--- src/rtl/core/sre_pkg.sv ---
`timescale 1ns / 1ps
// ----------------------------------------------------------------------------
// sre_pkg
// Shared types and constants for the SEIR transmission rate estimator core.
// ----------------------------------------------------------------------------
package sre_pkg;

  // fixed field widths
  localparam int VAL_W  = 48;   // compartment, signed Q32.16
  localparam int RATE_W = 17;   // rates, unsigned Q0.17
  localparam int OUT_W  = 64;   // result value
  localparam int MUL_W  = 64;   // multiplier operand width
  localparam int DIG_W  = 16;   // multiplier digit per cycle
  localparam int PROD_W = 128;  // product, numerator and divisor width
  localparam int ITER_W = 8;    // divider iteration count width

  // beta numerator magnitude is below 2^113
  localparam logic [ITER_W-1:0] BETA_ITERS = 8'd113;

  // 1.0 with 17 fraction bits
  localparam logic [RATE_W:0] ONE_Q17 = 18'h20000;

  // operation codes
  localparam logic OP_LOAD = 1'b0;
  localparam logic OP_STEP = 1'b1;

  // configuration register indexes
  localparam logic [2:0] REG_LATENT_RATE    = 3'd0;
  localparam logic [2:0] REG_RECOVERY_RATE  = 3'd1;
  localparam logic [2:0] REG_IMMUNITY_RATE  = 3'd2;
  localparam logic [2:0] REG_LATENT_STAGES  = 3'd3;
  localparam logic [2:0] REG_INFECT_STAGES  = 3'd4;

  // sequencer states
  typedef enum logic [3:0] {
    ST_IDLE,
    ST_RD,
    ST_MULA_GO,
    ST_MULA_WAIT,
    ST_DIV_WAIT,
    ST_MULH_WAIT,
    ST_BMUL_WAIT,
    ST_BDIV_WAIT,
    ST_EMIT_RD,
    ST_EMIT_WAIT,
    ST_BETA_OUT
  } state_t;

endpackage

--- src/rtl/core/sre_div.sv ---
`timescale 1ns / 1ps
// ----------------------------------------------------------------------------
// sre_div
// Restoring divider, one quotient bit per cycle. Returns the quotient
// magnitude and its sign; the caller truncates and saturates.
// ----------------------------------------------------------------------------
module sre_div (
  input  logic                              clk,
  input  logic                              rst,
  input  logic                              start,
  input  logic signed [sre_pkg::PROD_W-1:0] num,
  input  logic signed [sre_pkg::PROD_W-1:0] den,
  input  logic        [sre_pkg::ITER_W-1:0] iters,
  output logic        [sre_pkg::PROD_W-1:0] quot,
  output logic                              neg,
  output logic                              done
);
  import sre_pkg::*;

  logic [ITER_W-1:0] cnt;
  logic [PROD_W-1:0] rem;
  logic [PROD_W-1:0] nreg;
  logic [PROD_W-1:0] dmag;
  logic [PROD_W-1:0] nmag;
  logic [PROD_W-1:0] r2;
  logic              ge;

  assign nmag = num[PROD_W-1] ? (PROD_W'(0) - num) : num;
  assign r2   = {rem[PROD_W-2:0], nreg[PROD_W-1]};
  assign ge   = (r2 >= dmag);

  // iteration count
  always_ff @(posedge clk) begin
    if (rst) begin
      cnt  <= '0;
      done <= 1'b0;
    end else begin
      done <= 1'b0;
      if (start) begin
        cnt <= iters;
      end else if (cnt != '0) begin
        cnt <= cnt - ITER_W'(1);
        if (cnt == ITER_W'(1)) done <= 1'b1;
      end
    end
  end

  // shift, compare, subtract
  always_ff @(posedge clk) begin
    if (start) begin
      neg  <= num[PROD_W-1] ^ den[PROD_W-1];
      dmag <= den[PROD_W-1] ? (PROD_W'(0) - den) : den;
      nreg <= nmag << (ITER_W'(PROD_W) - iters);
      rem  <= '0;
      quot <= '0;
    end else if (cnt != '0) begin
      rem  <= ge ? (r2 - dmag) : r2;
      quot <= {quot[PROD_W-2:0], ge};
      nreg <= nreg << 1;
    end
  end

endmodule
--- config.mk ---
export PLATFORM = sky130hd
export DESIGN_NAME = sre_div
export DESIGN_NICKNAME = d
export VERILOG_FILES = /design/src/rtl/core/sre_pkg.sv /design/src/rtl/core/sre_div.sv
export SDC_FILE = /design/constraint.sdc
export NUM_CORES = 2
export LEC_CHECK = 0
export ABC_AREA = 1
export BUFFER_PORTS_ARGS = -buffer_cell sky130_fd_sc_hd__buf_2
export CORE_ASPECT_RATIO = 0.6
export CORE_MARGIN = 2
export CORE_UTILIZATION = 33
export CTS_CLUSTER_SIZE = 10
export DETAILED_ROUTE_END_ITERATION = 16
export PLACE_DENSITY_LB_ADDON = 0.3
export SLEW_MARGIN = 10
export SYNTH_ARGS = -nofsm -noshare
export SYNTH_HDL_FRONTEND = slang
export SYNTH_SLANG_ARGS = --single-unit
export TNS_END_PERCENT = 5
--- constraint.sdc ---
create_clock -name clk -period 5.7 [get_ports clk]
set_input_delay 1.14 -clock clk [delete_from_list [all_inputs] [get_ports clk]]
set_output_delay 1.14 -clock clk [all_outputs]
set_load 0.01 [all_outputs]
# Yosys cells after proc, flatten, opt, wreduce, memory -nomap -nowiden

Index checks and enable logic that the tools add are counted.

Multiplexer cells: 8
Equality and inequality tests: 1
Reduce and logical (&&, ||, !) cells: 3
Order comparisons: 1
Shift-type cells: 1
Bitwise logic cells: 2
Add/sub/neg operators: 5

Operator list:

| operator                                             | count |
|---|---|
| 2-to-1 mux 128 bit                                   | 3 |
| subtractor 1 x 128 -> 128 bit (first input constant) | 2 |
| 2-to-1 mux 127 bit                                   | 2 |
| greater-or-equal comparator 128 bit                  | 1 |
| left shift 128 x 8 -> 128 bit                        | 1 |
| subtractor 127 bit                                   | 1 |
| 2-to-1 mux 8 bit                                     | 2 |
| equality test 8 x 1 -> 1 bit (second input constant) | 1 |
| nonzero test 8 bit                                   | 1 |
| subtractor 8 x 1 -> 8 bit (second input constant)    | 1 |
| subtractor 8 bit (first input constant)              | 1 |
| OR reduction 3 bit                                   | 1 |
| nonzero test 2 bit                                   | 1 |
| 2-to-1 mux 1 bit                                     | 1 |
| NOT 1 bit                                            | 1 |
| XOR 1 bit                                            | 1 |

Input bits: 267
Output and inout port bits: 130
Register bits: 521
Logic and storage cells: 29

# Longest topological paths before layout

Depth after elaboration: 4
Depth in mapped cells: 23
Mapped depth without buffers: 23

# Worst setup path before layout

No wires, ideal clock.

Path type: input to register
From: input port start
To: register nreg[0], enable pin
Data required time: 5157 ps
Path buffers: 2
Setup slack: -191 ps
Cell stages on the path: 4
Arrival: 5348 ps
Setup time: 543 ps
Cells stage by stage: clkbuf_1 > nor2_1 > clkinv_1 > clkbuf_1

Word-level cells in the longest chain between the ends: 1

RTL lines:

| element                             | line          | text |
|---|---|---|
| from (decl)                         | sre_div.sv:10 | `input logic start,` |
| nonzero test 2 bit (no source line) | --            |  |
| to (signal assigned)                | sre_div.sv:53 | `nreg <= nmag << (ITER_W'(PROD_W) - iters);` |
| to (signal assigned)                | sre_div.sv:59 | `nreg <= nreg << 1;` |
| to (decl)                           | sre_div.sv:22 | `logic [PROD_W-1:0] nreg;` |

No other way between the ends.
A chain may end at the register's enable or synchronous reset.

# Worst setup path in the final report

From: input port num[84] in the netlist's numbering
To: register nreg[115], data pin

Word-level cells in the longest chain between the ends: 4

RTL lines:

| element                         | line          | text |
|---|---|---|
| from (decl)                     | sre_div.sv:11 | `input logic signed [sre_pkg::PROD_W-1:0] num,` |
| subtractor 1 x 128 -> 128 bit   | sre_div.sv:28 | `assign nmag = num[PROD_W-1] ? (PROD_W'(0) - num) : num;` |
| 2-to-1 mux 128 bit *            | sre_div.sv:28 |  |
| left shift 128 x 8 -> 128 bit * | sre_div.sv:53 |  |
| 2-to-1 mux 128 bit *            | sre_div.sv:50 | `if (start) begin` |

Every way passes the cells marked *; elsewhere a longest branch is shown, timed or not.

==> results.ini <==
[yosys]
synth_top_area_share_pct = 16.03
synth_edf_count = 257
yosys-top-cells-area = edfxtp_1, nand2_1, nand3_1, dfxtp_1, nor2_1
avgSynthCellArea_sq_um = 6.098
ys_seq_area_share_pct = 27.01
ys_warn_count = 0
ys_ff_latch = 521
synth_fp_nets = 8294
yosys.area.top_type = edfxtp_1
syn_inst = 7893
synth_top_flop_cell = dfxtp_1
synthArstFlopShare_pct = 0
syn_area_sq_mm = 0.04813
synth_cell_types = 67

[power]
max-vdd-ir-drop_uv = 228.6
power_switching_mw = 4.777
finalPower_mw = 12.24
p_comb_share_pct = 33.0
power_density_mw_per_mm2 = 227.2
clkPwrFrac_pct = 30.7
p_leak_nw = 23.63
p_int_mw = 7.461
seq_power_share_pct = 36.3
power_switching_share_pct = 39.04

[floorplanning]
rows = 108
die-height_um = 299.8
start_util_pct = 33.26
core_sq_mm = 0.1447
die_w_um = 497.0
dieArea_sq_mm = 0.1490
io_pins = 397

[setup_path]
worstSetupPathType = in -> reg
endpoint_kind = register
cp.required_ns = 6.13
cp-start-kind = primary input
critPathMaxFanout = 4
arrival_ns = 5.54

[global_routing]
track_usage_pct = 32.78
antenna_found_initial = 16
grt_overflow_total = 0
grt_pass1_vias = 51320
grt_max_degree = 141
grt_pass1_wl_mm = 360.8

[sta]
max_slew_margin_pct = 8.559
finalHoldViolations = 0
tns_ns = 0
slew_viol_final = 0
hold_ws_ns = 0.4665
max_freq_ghz = 0.1958
rsz0062_at_grt = no
finalClockSkew_ns = 0.05831
min_period_ns = 5.108
worst_pin_slew_ns = 1.367
fin_ws_ns = 0.5920
finalSetupViolCount = 0
finalCritPeriodShare_pct = 89.61

[final_layout]
fillerInstances = 16050
drive_gt1_share_pct = 8.282
seqCellArea_sq_mm = 0.01300
area_growth_pct = 11.93
instances_no_fill = 10090
multiInputGateArea_sq_mm = 0.03052
nets = 8509

[clocking]
clockBufferDepth = 3
cts.reportedPaths.clkPinSlew_ns = 0.06
hold_buffers = 0
cts_tree = done
clock_latency_ns = 0.69
cts_resized = 0
cts_buffers = 60
cts-root-buf = clkbuf_16
cts_sinks = 521
h-tree-depth = 2
postCtsSetupBuffers = 0

[placement]
port_buffers = 396
dp_hpwl_mm = 210.7
placed_cells = 9971
dp_slack_ns = 0.5713
gp_congestion = 1.109

[route]
drc = 0
vias = 57380
first_pass_iters = 8
ant_nets = 0
viasPerCell = 5.686
wire_per_inst_um = 25.29
drt_iter0_markers = 8475
routed_wl_mm = 255.2

[run_status]
status = finished, final reports clean

[run]
maxCapViolCount = 0

[hold_path]
hold_path.class = reg -> reg

-- power by group through the flow --
stage	combinational (mW)	clock (mW)	sequential, mW
6_report	4.03	3.76	4.45
4_1_cts	3.86	3.80	4.44
2_1_floorplan	2.36	0	4.46
3_5_place_dp	3.84	0	4.52
3_3_place_gp	3.85	0	4.51
5_1_grt	4.34	3.95	4.47
-- cells in the final DEF (no fill, tap or decap), drive strengths merged, types with 36 or more instances in the layout --
master | synthesis | final
nand2 | 2027 | 2027
nand3 | 1497 | 1497
nor2 | 905 | 905
inv | 879 | 879
buf | 148 | 472
o21ai | 416 | 416
a21oi | 379 | 379
dfxtp | 264 | 264
edfxtp | 257 | 257
ha | 133 | 133
o22ai | 129 | 129
xor2 | 123 | 123
xnor2 | 113 | 113
clkbuf | 171 | 98
nor4 | 92 | 92
nor3 | 53 | 53
o211ai | 49 | 49
a21o | 46 | 46
a31oi | 38 | 38
nand4 | 36 | 36
-- metrics by stage --
step	util, %	instance area [sq um]
4_1_cts	37.20	53840
2_1_floorplan	-	48130
3_3_place_gp	35.95	52030
6_report	37.23	53880
3_5_place_dp	35.95	52030
5_1_grt	37.22	53870
-- routing by layer --
| layer | vias up | part of all wire (%) | global-route usage, % |
|---|---|---|---|
| met5 | - | 0.29 | 3.255 |
| met4 | 12 | 1.0 | 3.277 |
| met3 | 203 | 16 | 16.83 |
| met2 | 3243 | 33 | 37.08 |
| met1 | 27130 | 50 | 52.49 |
| li1 | 26800 | - | - |
-- logic make-up after synthesis --
group	synth area share, %
DFF	27.01
adders and majority gates	3.499
xor gates and xnor gates	4.294
buffers and inverters	9.769
AOI/OAI and AO/OA	13.57
muxes	0.02080
and+or+nand+nor	41.83
-- Yosys cell counts (5+ instances only) --
cell	n
o21ai_1	50
buf_6	9
buf_2	61
nand3_1	1492
nor2_1	873
xor2_1	123
and2_1	5
nor2_4	7
nor2_2	25
clkbuf_1	170
and3_1	5
nand3b_1	12
inv_1	871
a31oi_1	38
a21o_1	46
a21oi_1	374
o22ai_1	129
nand4_1	35
nor4_1	87
buf_4	9
o21ai_0	357
nor3_1	47
nand2_2	22
inv_2	8
nand3_2	5
or2_2	18
buf_1	68
nand2_1	2004
dfxtp_1	264
xnor2_1	113
nor3_2	5
a21boi_0	19
o21a_1	26
edfxtp_1	257
ha_1	133
o21ai_2	9
o211ai_1	49
o21bai_1	13
a22o_1	6
-- path summary, 6_finish.rpt --
kind,end,slack [ns],from,cells past startpoint
worst min register to register,rem[126]$_SDFFE_PP0P_,0.47,rem[126]$_SDFFE_PP0P_,2
worst max-delay path,nreg[115]$_DFFE_PP_,0.59,num[84],19
worst max register to register,rem[75]$_SDFFE_PP0P_,1.13,dmag[6]$_DFFE_PP_,15
worst min-delay path,rem[126]$_SDFFE_PP0P_,0.47,rem[126]$_SDFFE_PP0P_,2
-- flip-flops by register name (all words and copies together) (netlist names) --
name	count
neg	1
rem	127
nreg	128
done	1
cnt	8
dmag	128
quot	128
-- critical path, stage by stage --
cell and delay [ns]:
buf_2 0.19, nor2_1 0.17, nand2_1 0.11, nor2_1 0.41
nand2_1 0.54, nor2_1 1.06, nand2_1 0.12, nand2_1 0.21
nand2_1 0.08, nand2_1 0.12, nand3_1 0.12, nand3_1 0.15
nand3_1 0.11, nand3_1 0.12, nand3_1 0.16, nand3_1 0.34
nand3_1 0.15, nand2_1 0.14, nand2_1 0.06
-- area by class of cell --
cell class | instances | area share (%)
antenna | 16 | 0.07432
clock buffer | 98 | 3.184
clock inverter | 6 | 0.1626
inverter | 883 | 6.192
multi-input combinational | 6170 | 56.65
sequential | 521 | 24.13
tap | 1925 | 4.471
timing repair buffer | 472 | 5.130
No activity file was read; power rests on OpenSTA's default activity.
