`src/rtl/core/sre_pkg.sv`:
```
`timescale 1ns / 1ps
// ----------------------------------------------------------------------------
// sre_pkg
// Shared types and constants for the SEIR transmission rate estimator core.
// ----------------------------------------------------------------------------
package sre_pkg;

  // fixed field widths
  localparam int VAL_W  = 48;   // compartment, signed Q32.16
  localparam int RATE_W = 17;   // rates, unsigned Q0.17
  localparam int OUT_W  = 64;   // result value
  localparam int MUL_W  = 64;   // multiplier operand width
  localparam int DIG_W  = 16;   // multiplier digit per cycle
  localparam int PROD_W = 128;  // product, numerator and divisor width
  localparam int ITER_W = 8;    // divider iteration count width

  // beta numerator magnitude is below 2^113
  localparam logic [ITER_W-1:0] BETA_ITERS = 8'd113;

  // 1.0 with 17 fraction bits
  localparam logic [RATE_W:0] ONE_Q17 = 18'h20000;

  // operation codes
  localparam logic OP_LOAD = 1'b0;
  localparam logic OP_STEP = 1'b1;

  // configuration register indexes
  localparam logic [2:0] REG_LATENT_RATE    = 3'd0;
  localparam logic [2:0] REG_RECOVERY_RATE  = 3'd1;
  localparam logic [2:0] REG_IMMUNITY_RATE  = 3'd2;
  localparam logic [2:0] REG_LATENT_STAGES  = 3'd3;
  localparam logic [2:0] REG_INFECT_STAGES  = 3'd4;

  // sequencer states
  typedef enum logic [3:0] {
    ST_IDLE,
    ST_RD,
    ST_MULA_GO,
    ST_MULA_WAIT,
    ST_DIV_WAIT,
    ST_MULH_WAIT,
    ST_BMUL_WAIT,
    ST_BDIV_WAIT,
    ST_EMIT_RD,
    ST_EMIT_WAIT,
    ST_BETA_OUT
  } state_t;

endpackage

```
`src/rtl/core/sre_mul.sv`:
```
`timescale 1ns / 1ps
// ----------------------------------------------------------------------------
// sre_mul
// Signed 64 x 64 multiplier, one 16-bit digit of the second operand per
// cycle, sign applied in a final step.
// ----------------------------------------------------------------------------
module sre_mul (
  input  logic                             clk,
  input  logic                             rst,
  input  logic                             start,
  input  logic signed [sre_pkg::MUL_W-1:0] a,
  input  logic signed [sre_pkg::MUL_W-1:0] b,
  output logic        [sre_pkg::PROD_W-1:0] prod,
  output logic                             done
);
  import sre_pkg::*;

  localparam int NDIG = MUL_W / DIG_W;
  localparam int PW   = MUL_W + DIG_W;

  logic [2:0]        ph;
  logic [MUL_W-1:0]  amag;
  logic [MUL_W-1:0]  bmag;
  logic              neg;
  logic [PROD_W-1:0] acc;
  logic [PW-1:0]     part;

  // partial product of the top digit
  assign part = {{DIG_W{1'b0}}, amag} * {{MUL_W{1'b0}}, bmag[MUL_W-1 -: DIG_W]};

  // phase control
  always_ff @(posedge clk) begin
    if (rst) begin
      ph   <= '0;
      done <= 1'b0;
    end else begin
      done <= 1'b0;
      if (start) begin
        ph <= 3'd1;
      end else if (ph != 3'd0 && ph <= 3'(NDIG)) begin
        ph <= ph + 3'd1;
      end else if (ph == 3'(NDIG + 1)) begin
        ph   <= '0;
        done <= 1'b1;
      end
    end
  end

  // datapath
  always_ff @(posedge clk) begin
    if (start) begin
      amag <= a[MUL_W-1] ? (MUL_W'(0) - a) : a;
      bmag <= b[MUL_W-1] ? (MUL_W'(0) - b) : b;
      neg  <= a[MUL_W-1] ^ b[MUL_W-1];
      acc  <= '0;
    end else if (ph != 3'd0 && ph <= 3'(NDIG)) begin
      acc  <= (acc << DIG_W) + PROD_W'(part);
      bmag <= bmag << DIG_W;
    end else if (ph == 3'(NDIG + 1)) begin
      prod <= neg ? (PROD_W'(0) - acc) : acc;
    end
  end

endmodule

```
`config.mk`:
```
export PLATFORM = sky130hd
export DESIGN_NAME = sre_mul
export DESIGN_NICKNAME = d
export VERILOG_FILES = /design/src/rtl/core/sre_pkg.sv /design/src/rtl/core/sre_mul.sv
export SDC_FILE = /design/constraint.sdc
export NUM_CORES = 2
export LEC_CHECK = 0
export BUFFER_PORTS_ARGS = -buffer_cell sky130_fd_sc_hd__buf_2
export CELL_PAD_IN_SITES_DETAIL_PLACEMENT = 1
export CELL_PAD_IN_SITES_GLOBAL_PLACEMENT = 1
export CORE_MARGIN = 1.5
export CORE_UTILIZATION = 45
export CTS_CLUSTER_DIAMETER = 100
export CTS_CLUSTER_SIZE = 20
export DETAILED_ROUTE_END_ITERATION = 8
export PLACE_DENSITY_LB_ADDON = 0.1
export RECOVER_POWER = 50
export SLEW_MARGIN = 30
export SYNTH_ARGS = -nofsm -noshare
export SYNTH_HDL_FRONTEND = slang
export SYNTH_SLANG_ARGS = --single-unit
```
`constraint.sdc`:
```
create_clock -name clk -period 9.8 [get_ports clk]
set_clock_uncertainty 0.15 [all_clocks]
set_input_delay 0 -clock clk [delete_from_list [all_inputs] [get_ports clk]]
set_output_delay 0 -clock clk [all_outputs]
set_load 0.1 [all_outputs]
```
# ---- Word-level counts from Yosys, hierarchy flattened
# Cells that the tools add are included.
dict set report word_totals {
  register_bits 389
  elab_cells 37
  inputBits 131
}
dict set report classes {
  n_eq_ne 1
  order_cmp 1
  addsub 5
  reduce_logical 8
  n_bitwise 3
  mul 1
  n_mux 9
}
# cell n
set op_table {}
lappend op_table {{$mux 64} 3}
lappend op_table {{$add 128x80->128} 1}
lappend op_table {{$mux 128} 1}
lappend op_table {{$sub 1x128->128 const A} 1}
lappend op_table {{$sub 1x64->64 const A} 2}
lappend op_table {{$mul 64x16->80} 1}
lappend op_table {{$mux 63} 1}
lappend op_table {{$mux 3} 2}
lappend op_table {{$reduce_bool 3->1} 2}
lappend op_table {{$reduce_bool 2->1} 2}
lappend op_table {{$add 3x1->3 const B} 1}
lappend op_table {{$eq 3x3->1 const B} 1}
lappend op_table {{$le 3x3->1 const B} 1}
lappend op_table {{$reduce_and 3->1} 1}
lappend op_table {{$reduce_or 3->1} 1}
lappend op_table {{$mux 1} 2}
lappend op_table {{$not 1->1} 2}
lappend op_table {{$reduce_or 2->1} 1}
lappend op_table {{$logic_and 1x1->1} 1}
lappend op_table {{$xor 1x1->1} 1}

# ---- Depth between registers and ports, before layout
dict set report logic_depth {
  word_depth 4
  ltp_mapped 29
  depth_no_buf 24
}

# ---- Worst setup path before layout
# Ideal clock, no wire load.
dict set report synth_path {
  kind {reg-to-reg}
  start {reg ph[0]}
  end {reg prod[0] (netlist name) (enable)}
  setup_time_ns 0.617
  slack_ns 0.657
  arrival_time_ns 8.376
  period_less_slack_ns 9.143
  path_stages_with_launch 9
  path_cell_list {dfxtp_1 > inv_1 > ha_1 > clkbuf_1 > xnor2_1 > nor2_1 > inv_1 > clkbuf_1 > nor2_1}
}
dict set report synth_via {
  elab_chain_cells 4
  word_cells_on_any_way 6
  classes_between {order compare: 1; eq/ne: 1; bitwise: 1; reduce/logical: 3}
}
# item line_no
set synth_lines {}
lappend synth_lines {{start, declared} sre_mul.sv:21} ;# logic [2:0] ph;
lappend synth_lines {{start signal, assigned} sre_mul.sv:41} ;# ph <= ph + 3'd1;
lappend synth_lines {{$le 3x3->1 or $reduce_bool 3->1 (tied branches)} sre_mul.sv:56} ;# end else if (ph != 3'd0 && ph <= 3'(NDIG)) begin
lappend synth_lines {{$logic_and 1x1->1} sre_mul.sv:56}
lappend synth_lines {{$not 1->1 (no source line)} --}
lappend synth_lines {{$reduce_and 3->1 (no source line) *} --}
lappend synth_lines {{end signal, assigned} sre_mul.sv:60} ;# prod <= neg ? (PROD_W'(0) - acc) : acc;
lappend synth_lines {{end, declared} sre_mul.sv:13} ;# output logic [sre_pkg::PROD_W-1:0] prod,
# Mark *: on every way between the ends. The rest lies on a longest branch, timed or not.
# A chain may end at the register's enable or synchronous reset.

# ---- Final worst setup path
dict set report layout_path {
  start {reg bmag[61]}
  end {reg acc[120]}
}
dict set report layout_via {
  elab_chain_cells 2
}
# item line_no
set layout_lines {}
lappend layout_lines {{start, declared} sre_mul.sv:23} ;# logic [MUL_W-1:0] bmag;
lappend layout_lines {{start signal, assigned} sre_mul.sv:53} ;# bmag <= b[MUL_W-1] ? (MUL_W'(0) - b) : b;
lappend layout_lines {{start signal, assigned} sre_mul.sv:58} ;# bmag <= bmag << DIG_W;
lappend layout_lines {{$mul 64x16->80} sre_mul.sv:29} ;# assign part = {{DIG_W{1'b0}}, amag} * {{MUL_W{1'b0}}, bmag[MUL_W-1 -: DIG_W]};
lappend layout_lines {{$add 128x80->128} sre_mul.sv:57} ;# acc <= (acc << DIG_W) + PROD_W'(part);
lappend layout_lines {{end signal, assigned} sre_mul.sv:57}
lappend layout_lines {{end, declared} sre_mul.sv:25} ;# logic [PROD_W-1:0] acc;
# No other way between the ends.

==> flow_metrics.py <==
metrics = {
    "run_status": {
        "status": "finished, violations left",
        "violations": "capacitance limit, slew limit",
    },
    "synth": {
        "synth_compound_area_frac": 0.0841,
        "ys_seq_elements": 389,
        "synth_top_family_by_area": "adder cells",
        "synth_xor_xnor_area_share": 0.0596,
        "synth_edf_count": 257,
        "yosysMostFrequentCell": "inv_1",
        "netlist.area_leader.share": 0.349,
        "yosys.area.top_type": "fa_1",
        "synthFlopType": "edfxtp_1",
        "synth_seq_area_share": 0.194,
        "netlist_top_cells_area": "fa_1 35%, edfxtp_1 14%, inv_1 7.9%, nand2_1 7.1%, dfxtp_1 5.0%",
        "synthCells": 5938,
        "synth_area_sq_um": 53300,
        "synth-simple-area-share": 0.168,
        "synthAdderAreaFrac": 0.390,
        "synth.distinct_cells": 66,
        "syn-num-nets": 7173,
        "yosys_warnings": 0,
        "synth_common_cells": "1122 x inv_1, 1006 x nand2_1, 930 x fa_1",
        "synth.avg_cell_area_sq_um": 8.98,
        "synth_mux_area_frac": 0.00204,
        "async_reset_ff_frac": 0,
    },
    "global_route": {
        "grt_pass1_vias": 46000,
        "top_usage_layer": "met2",
        "antenna_found_initial": 2,
        "grt_max_degree": 104,
        "grt_pass1_wl_mm": 276,
        "gr-usage-met1": 0.389,
        "use_met3": 0.0281,
        "grt_use_total": 0.296,
        "grt-ovfl-total": 0,
        "use_met2": 0.524,
    },
    "clock_tree": {
        "cts_max_path_buffers": 3,
        "numCtsBuffers": 29,
        "clk_pin_slew_ps": 90,
        "cts_tree": "done",
        "cts.sinks": 389,
        "cts_max_level": 1,
        "clk_latency_ps": 690,
        "cts_setup_buffers": 0,
        "cts_resized": 0,
        "cts-root-buf": "clkbuf_16",
        "ctsHoldBuffers": 241,
    },
    "routing": {
        "via_count": 42000,
        "drt-total-wl_mm": 175,
        "dr.pass1.iters": 6,
        "detail-route-antenna-nets": 0,
        "post-route-drc-count": 0,
        "post_drt_wl_per_cell_um": 22.6,
        "via_per_inst": 5.41,
        "drt_iter0_drc": 2476,
    },
    "cells_and_area": {
        "drive_gt1_frac": 0.0417,
        "multi_input_area_sq_um": 37500,
        "fin_nets": 7430,
        "seqCellArea_sq_um": 10400,
        "syn_to_final_growth_pct": 10.8,
        "final_area_sq_um": 59100,
        "n_fill_cell": 13700,
        "final_util": 0.501,
    },
    "sta": {
        "worst_pin_slew_ps": 3770,
        "finalSetupViolations": 0,
        "hold_viol": 0,
        "period_needed_ps": 8720,
        "min_period_over_period": 0.890,
        "relSlewSlack": -1.51,
        "clock.fmax_mhz": 115,
        "setup_tns_ps": 0,
        "slew_violations": 559,
        "rsz0062_at_grt": "false",
    },
    "placement": {
        "io_buffers": 259,
        "finalWeightedCongestion": 0.933,
        "hpwlAfterDp_mm": 137,
        "post_dp_cell_area_sq_um": 55900,
    },
    "critical_path": {
        "r2r_slack_ps": 1080,
        "r2r_cells": 23,
        "crit_required_ps": 10220,
        "path_class": "reg -> reg",
        "crit_fanout": 64,
        "timing.rr.end": "acc[120]",
        "cp-start-kind": "flop",
        "endpoint_kind": "flop",
        "r2r_start": "bmag[61]",
        "crit_start": "bmag[61]",
        "worstPathArrival_ps": 9140,
    },
    "floorplan": {
        "fp.dieW_um": 347,
        "die_area_sq_um": 121000,
        "die_y_um": 347,
        "ioPinCount": 260,
        "rows": 126,
        "start_util": 0.453,
        "coreArea_sq_um": 118000,
    },
    "hold_path": {
        "hold_path_end": "amag[62]",
        "hold_path.startpoint": "a[63]",
        "min_path_type": "in -> reg",
        "hold_depth": 4,
    },
    "job": {
        "maxCapViolCount": 10,
    },
}
[layout make-up]
| cell class | instances | share of cell area |
|---|---|---|
| Timing Repair Buffer | 553 | 0.0683 |
| Multi-Input combinational cell | 4100 | 0.636 |
| Inverter | 1122 | 0.0713 |
| Antenna cell | 1 | 0.0000424 |
| Clock buffer | 40 | 0.0132 |
| Sequential cell | 389 | 0.175 |
| Clock inverter | 14 | 0.00335 |
| Tap cell | 1536 | 0.0325 |
[cells by family after synthesis]
family | after synthesis
and+or+nand+nor | 1905
buffers and inverters | 1449
xor gates and xnor gates | 363
AOI/OAI and AO/OA | 718
DFF | 389
adders and majority gates | 1104
muxes | 10
[placed cells by master (no fill, tap or decap), types with 21 or more instances in the layout]
cell | netlist | layout
or4_1 | 38 | 41
buf_4 | 0 | 32
inv_1 | 1122 | 1122
a211oi_1 | 49 | 49
xnor2_1 | 294 | 293
a21oi_1 | 214 | 214
clkbuf_16 | 0 | 29
ha_1 | 174 | 174
xor2_1 | 69 | 68
and2_1 | 385 | 381
and3_1 | 21 | 21
buf_2 | 1 | 125
fa_1 | 930 | 930
a21o_1 | 23 | 23
nor2_1 | 170 | 168
clkbuf_1 | 320 | 153
dlygate4sd3_1 | 0 | 241
nand3_1 | 64 | 64
or2_2 | 21 | 21
o21bai_1 | 27 | 27
dfxtp_1 | 132 | 132
nand2_1 | 1006 | 1006
nor4_1 | 33 | 32
o31ai_1 | 75 | 75
edfxtp_1 | 257 | 257
nor3_1 | 37 | 37
nand4_1 | 36 | 36
o21ai_0 | 197 | 197
o41ai_1 | 48 | 48
or3_1 | 44 | 44
[worst max path at each step]
stage                     slack (ps)  cells past startpoint       end
after floorplan                  660                      8   prod[0]
after global placement          1300                     22  acc[120]
after detailed placement        1140                     22  acc[120]
after CTS                       1070                     22  acc[120]
after global routing             690                     23  acc[120]
final                           1080                     23  acc[120]
[per-layer routing]
layer	up-vias	part of all wire
met2	799	0.51
met5	-	0
li1	18900	-
met1	22100	0.43
met4	0	0.026
met3	171	0.035
[worst max-delay path, stage by stage, from the launching register on]
cell and delay [ps]:
edfxtp_1 330, buf_4 570, and2_1 250, fa_1 440, fa_1 540, fa_1 530
fa_1 530, fa_1 630, inv_1 90, fa_1 540, inv_1 40, ha_1 360
nand2_1 150, nor2_1 410, a21oi_1 160, nor3b_1 330, a211oi_1 100, buf_4 180
nor3_1 370, o2111ai_1 170, buf_4 240, a2111oi_0 740, mux2_2 410, nor4_1 240
[stage by stage]
stage               setup WS, ps  hold slack (ps)  instances
floorplan                    657            -77.6       5938
detailed placement          1140             75.5       7457
CTS                         1070             12.3       7752
global placement            1300             72.5       7457
global route                 694             67.3       7755
finish                      1080             32.1       7755
[flip-flops by register name, indices dropped and copies added, names as in the netlist]
name / count
neg: 1
ph: 3
prod: 128
amag: 64
done: 1
bmag: 64
acc: 128
Power is not shown: default switching activity piles up to over one toggle a cycle in this logic, so the estimate is an artifact.
